<file path="src/rtl/addressable_led_serializer_macros.svh">
// Assertion macros for the serializer's RTL.
`ifndef ADDRESSABLE_LED_SERIALIZER_MACROS_SVH
`define ADDRESSABLE_LED_SERIALIZER_MACROS_SVH
`ifndef NO_ASSERTIONS
// The consequent must hold in the same cycle as the antecedent.
`define ALS_HOLDS(label, clk, rst, ante, cons) \
  label: assert property (@(posedge clk) disable iff (rst) (ante) |-> (cons)) \
    else $error("als: same-cycle check failed");
// The consequent must hold in the cycle after the antecedent.
`define ALS_FOLLOWS(label, clk, rst, ante, cons) \
  label: assert property (@(posedge clk) disable iff (rst) (ante) |=> (cons)) \
    else $error("als: next-cycle check failed");
`else
`define ALS_HOLDS(label, clk, rst, ante, cons)
`define ALS_FOLLOWS(label, clk, rst, ante, cons)
`endif
`endif

</file>
<file path="src/rtl/als_pkg.sv">
package als_pkg;

  localparam int OP_W       = 2;
  localparam int COORD_W    = 4;
  localparam int COLOR_BITS = 8;
  localparam int WORD_W     = 3 * COLOR_BITS;
  localparam int TICK_W     = 16;
  localparam int LATCH_W    = 20;
  localparam int GRID_W     = 5;
  localparam int PIX_W      = 2 * GRID_W;
  localparam int BIT_W      = 5;
  localparam int STATUS_W   = 2;
  localparam int CFG_IDX_W  = 3;
  localparam int CFG_DATA_W = 20;

  localparam int DEF_MAX_COLUMNS = 16;
  localparam int DEF_MAX_ROWS    = 16;

  localparam logic [OP_W-1:0] OP_SET   = 2'd0;
  localparam logic [OP_W-1:0] OP_START = 2'd1;
  localparam logic [OP_W-1:0] OP_TICK  = 2'd2;

  localparam logic [STATUS_W-1:0] STATUS_OK    = 2'd0;
  localparam logic [STATUS_W-1:0] STATUS_RANGE = 2'd1;
  localparam logic [STATUS_W-1:0] STATUS_BUSY  = 2'd2;

  localparam logic [CFG_IDX_W-1:0] CFG_ONE_HIGH  = 3'd0;
  localparam logic [CFG_IDX_W-1:0] CFG_ONE_LOW   = 3'd1;
  localparam logic [CFG_IDX_W-1:0] CFG_ZERO_HIGH = 3'd2;
  localparam logic [CFG_IDX_W-1:0] CFG_ZERO_LOW  = 3'd3;
  localparam logic [CFG_IDX_W-1:0] CFG_LATCH     = 3'd4;
  localparam logic [CFG_IDX_W-1:0] CFG_COLUMNS   = 3'd5;
  localparam logic [CFG_IDX_W-1:0] CFG_ROWS      = 3'd6;
  localparam logic [CFG_IDX_W-1:0] CFG_HALF      = 3'd7;

  localparam logic [TICK_W-1:0]  DEF_ONE_HIGH  = 16'd50;
  localparam logic [TICK_W-1:0]  DEF_ONE_LOW   = 16'd14;
  localparam logic [TICK_W-1:0]  DEF_ZERO_HIGH = 16'd16;
  localparam logic [TICK_W-1:0]  DEF_ZERO_LOW  = 16'd50;
  localparam logic [LATCH_W-1:0] DEF_LATCH     = 20'd50000;
  localparam logic [GRID_W-1:0]  DEF_COLUMNS   = 5'd8;
  localparam logic [GRID_W-1:0]  DEF_ROWS      = 5'd1;
  localparam logic               DEF_HALF      = 1'b1;

  typedef struct packed {
    logic [OP_W-1:0]       opcode;
    logic [COORD_W-1:0]    column;
    logic [COORD_W-1:0]    row;
    logic [COLOR_BITS-1:0] red;
    logic [COLOR_BITS-1:0] green;
    logic [COLOR_BITS-1:0] blue;
  } item_t;

  typedef struct packed {
    logic                data_out;
    logic                busy_res;
    logic                frame_done;
    logic [STATUS_W-1:0] status;
  } result_t;

  typedef struct packed {
    logic              valid;
    logic [PIX_W-1:0]  index;
    logic [GRID_W-1:0] cols;
  } loc_req_t;

  typedef struct packed {
    logic              done;
    logic [GRID_W-1:0] row;
    logic [GRID_W-1:0] col;
  } loc_rsp_t;

endpackage

</file>
<file path="src/rtl/als_locate.sv">
module als_locate (
  input  logic              clk,
  input  logic              rst,
  input  als_pkg::loc_req_t req,
  output als_pkg::loc_rsp_t rsp
);
  import als_pkg::*;

  localparam int CNT_W = $clog2(PIX_W);

  logic              running;
  logic              done;
  logic [CNT_W-1:0]  step;
  logic [PIX_W-1:0]  dividend;
  logic [PIX_W-1:0]  quotient;
  logic [GRID_W-1:0] divisor;
  logic [GRID_W-1:0] remainder;
  logic [GRID_W:0]   trial;
  logic              fits;
  logic [GRID_W-1:0] rem_next;

  // Restoring division: one quotient bit per cycle, most significant first.
  always_comb begin
    trial    = {remainder, dividend[PIX_W-1]};
    fits     = trial >= {1'b0, divisor};
    rem_next = fits ? GRID_W'(trial - {1'b0, divisor}) : trial[GRID_W-1:0];
  end

  always_ff @(posedge clk) begin
    if (rst) begin
      running <= 1'b0;
      done    <= 1'b0;
      step    <= '0;
    end else begin
      done <= 1'b0;
      if (req.valid) begin
        running <= 1'b1;
        step    <= '0;
      end else if (running) begin
        step <= step + 1'b1;
        if (step == CNT_W'(PIX_W - 1)) begin
          running <= 1'b0;
          done    <= 1'b1;
        end
      end
    end
  end

  always_ff @(posedge clk) begin
    if (req.valid) begin
      dividend  <= req.index;
      divisor   <= req.cols;
      remainder <= '0;
      quotient  <= '0;
    end else if (running) begin
      dividend  <= {dividend[PIX_W-2:0], 1'b0};
      remainder <= rem_next;
      quotient  <= {quotient[PIX_W-2:0], fits};
    end
  end

  // The pixel index is always below the frame size, so the row fits the grid width.
  assign rsp.done = done;
  assign rsp.row  = quotient[GRID_W-1:0];
  assign rsp.col  = remainder;

endmodule

</file>
<file path="config.mk">
export PLATFORM = sky130hd
export DESIGN_NAME = als_locate
export DESIGN_NICKNAME = d
export VERILOG_FILES = /design/src/rtl/addressable_led_serializer_macros.svh /design/src/rtl/als_pkg.sv /design/src/rtl/als_locate.sv
export SDC_FILE = /design/constraint.sdc
export NUM_CORES = 1
export LEC_CHECK = 0
export BUFFER_PORTS_ARGS = -buffer_cell sky130_fd_sc_hd__buf_2
export CAP_MARGIN = 20
export CELL_PAD_IN_SITES_DETAIL_PLACEMENT = 1
export CELL_PAD_IN_SITES_GLOBAL_PLACEMENT = 1
export CORE_UTILIZATION = 34
export DETAILED_ROUTE_END_ITERATION = 10
export PLACE_DENSITY_LB_ADDON = 0.1
export SYNTH_ARGS = -nofsm -noshare
export SYNTH_HDL_FRONTEND = slang
export SYNTH_SLANG_ARGS = --single-unit
</file>
<file path="constraint.sdc">
create_clock -name clk -period 2.9 [get_ports clk]
set_input_delay 0.58 -clock clk [delete_from_list [all_inputs] [get_ports clk]]
set_output_delay 0.58 -clock clk [all_outputs]
set_load 0.03 [all_outputs]
</file>
==> impl_metrics.ini <==
[outcome]
status = finished, final reports clean

[place]
place_area_um2 = 1625
port_buffers = 28
globalplace.congestion = 0.7158
dp_hpwl_um = 1950

[synthesis]
syn-num-nets = 147
synthesis.instances = 121
post-synth-top-count-cell = dfxtp_1
syn-cell-area_um2 = 1445
synth-seq-cells = 31
ys_async_sr_fraction_pct = 0
yosys.area.top_type = edfxtp_1
synthTopCellsByCount = dfxtp_1, edfxtp_1, nor2_1
synth_edf_count = 15
yosysWarnings = 0
ys_types = 34
synth.top_cell.area_share_pct = 31.17
synth_ff_type = dfxtp_1
syn_avg_cell_area_um2 = 11.94
seq_area_frac_synth_pct = 53.33
synth.area.top_cells = edfxtp_1, dfxtp_1, mux2_1, ha_1, nor2_1

[die]
die_h_um = 67.20
io-pin-count = 29
initial_core_util_pct = 35.87
die-area_um2 = 4515
num_rows = 23
fp.dieW_um = 67.20
core_um2 = 4029

[global_routing]
track_usage_pct = 13.86
antenna_found_initial = 0
grt_start_max_net_pins = 31
grt_pass1_wl_um = 4443
globalRouteOverflowTotal = 0
first_global_vias = 999

[clock_network]
clock-sinks = 31
h-tree-depth = 2
cts_hold_buf = 0
clk_latency_ns = 0.28
clk_path_buf_depth = 2
root_buffer = clkbuf_8
clk_pin_slew_ns = 0.06
ctsResizeCount = 0
numCtsBuffers = 5
cts_tree = done
post_cts_buffers = 0

[routing]
vias = 977
routed_via_density = 4.837
wl_per_cell_um = 12.93
drt_wl_total_um = 2612
drcViolationCount = 0
first_pass_iters = 4
ant_nets = 0
drt_iter0_drc = 43

[power]
p_leak_nw = 0.7139
seqPwrFrac_pct = 50.0
pwr-share-clk_pct = 33.7
peakVddDrop_mv = 0.2556
swShare_pct = 26.37
comb_power_share_pct = 16.3
power.switching_w = 0.0002701
power_per_cell_area_nw_per_um2 = 597.1
intPower_w = 0.0007541

[critical_path]
crit_type = flop to flop
cpPeakStageDelay_ns = 0.41
end_kind = flop
cp.required_ns = 3.10
cp_common_cell = inv_1
crit_fanout = 6
crit_arrival_ns = 2.23
setup.worst_path.start_class = flop
path_cells = inv_1 -> ha_1 -> inv_1 -> fa_1 -> a21oi_1 -> o221a_4 -> nand2_2 -> a311oi_2
critical_path.slowest_cell = fa_1

[timing]
setup_viol = 0
drv_slew = 0
max_freq_mhz = 491.0
final.min_clock_period_ns = 2.037
rsz0062_at_grt = no
finalHoldViolCount = 0
finClkSkew_ns = 0.003211
finalCritPeriodShare_pct = 70.22
max-slew-margin-rel_pct = 59.16
fin_tns_setup_ns = 0
tightest_slew_ns = 0.6126

[cells_and_area]
area_delta_synth_final_pct = 18.70
final_area_um2 = 1715
fillers = 457
drive_above_1_share_pct = 28.95
nets = 177
n_antenna_cell = 0

[run]
max_cap_viol_count = 0

[worst_hold_path]
hold_path_class = input pin to flop
[flip-flops by register name, summed over array words and instances, names as in the netlist]
signal,flops
step,4
quotient,5
done,1
divisor,5
dividend,10
running,1
remainder,5
[power by group through the flow]
stage	combinational (W)	sequential, W	clock [W]
after floorplan	0.000115	0.000530	0
after global placement	0.000167	0.000521	0
after detailed placement	0.000170	0.000523	0
after CTS	0.000171	0.000513	0.000358
after global routing	0.000190	0.000516	0.000381
final	0.000167	0.000512	0.000345
[final timing paths]
check | startpoint | endpoint | slack [ns] | cells after the start
max | dividend[9]$_DFFE_PP_ | remainder[0]$_SDFFE_PP0P_ | 0.86 | 8
min | req[2] | divisor[2]$_DFFE_PP_ | 0.47 | 1
max reg2reg | dividend[9]$_DFFE_PP_ | remainder[0]$_SDFFE_PP0P_ | 0.86 | 8
min reg2reg | quotient[4]$_SDFFE_PP0P_ | quotient[4]$_SDFFE_PP0P_ | 0.51 | 2
[layout make-up]
cell class / instances / area (um2) / area share, %
Clock inverter: 1 / 3.754 / 0.2188
Clock buffer: 7 / 86.33 / 5.033
Sequential cell: 31 / 770.7 / 44.93
Inverter: 9 / 33.78 / 1.969
Multi-Input combinational cell: 75 / 610.6 / 35.59
Tap cell: 50 / 62.56 / 3.647
Timing Repair Buffer: 29 / 147.6 / 8.607
[critical path, delay by kind of cell, from the launching register on]
family | cells | cell delay (ns)
buffers and inverters | 2 | 0.12
adder cells (fa/ha/maj) | 2 | 0.56
AO/OA/AOI/OAI | 3 | 0.80
flip-flops | 1 | 0.40
AND/OR/NAND/NOR | 1 | 0.06
[stage by stage]
step | instances | hold slack (ns) | utilization [%] | power, W | setup WS (ns)
4_1_cts | 202 | 0.4595 | 42.58 | 0.001042 | 0.8435
3_3_place_gp | 194 | 0.4667 | 40.34 | 0.0006884 | 0.9046
2_1_floorplan | 121 | 0.4824 | - | 0.0006444 | 0.9919
6_report | 202 | 0.4708 | 42.58 | 0.001024 | 0.8635
5_1_grt | 202 | 0.4508 | 42.58 | 0.001087 | 0.6970
3_5_place_dp | 194 | 0.5037 | 40.34 | 0.0006927 | 0.8564
[layout by cell type, fill, tap and decap left out, types with 4 or more instances in the layout]
master	instances
nand2_1	6
inv_1	9
mux2i_1	4
clkbuf_8	6
nand3_1	4
ha_1	7
mux2_1	9
edfxtp_1	15
dfxtp_1	16
nor2_1	11
buf_2	28
[metal layers]
metal | GRT usage (%) | up-vias | wire length (um)
met1 | 15.45 | 462 | 1199
met5 | 0 | - | 0
met4 | 5.585 | 0 | 39
li1 | - | 486 | -
met3 | 6.588 | 6 | 147
met2 | 22.63 | 23 | 1225
[logic make-up (layout without fill, tap and decap cells)]
kind of cell,Yosys count,in the layout,share of synthesized area (%)
simple gates,34,34,11.86
flops,31,31,53.33
compound gates,14,14,9.524
mux,13,13,9.784
fa+ha+maj,8,8,7.446
xor+xnor,6,6,3.637
buf+inv,15,46,4.416
Note: power is estimated with default switching activity, not from simulation.
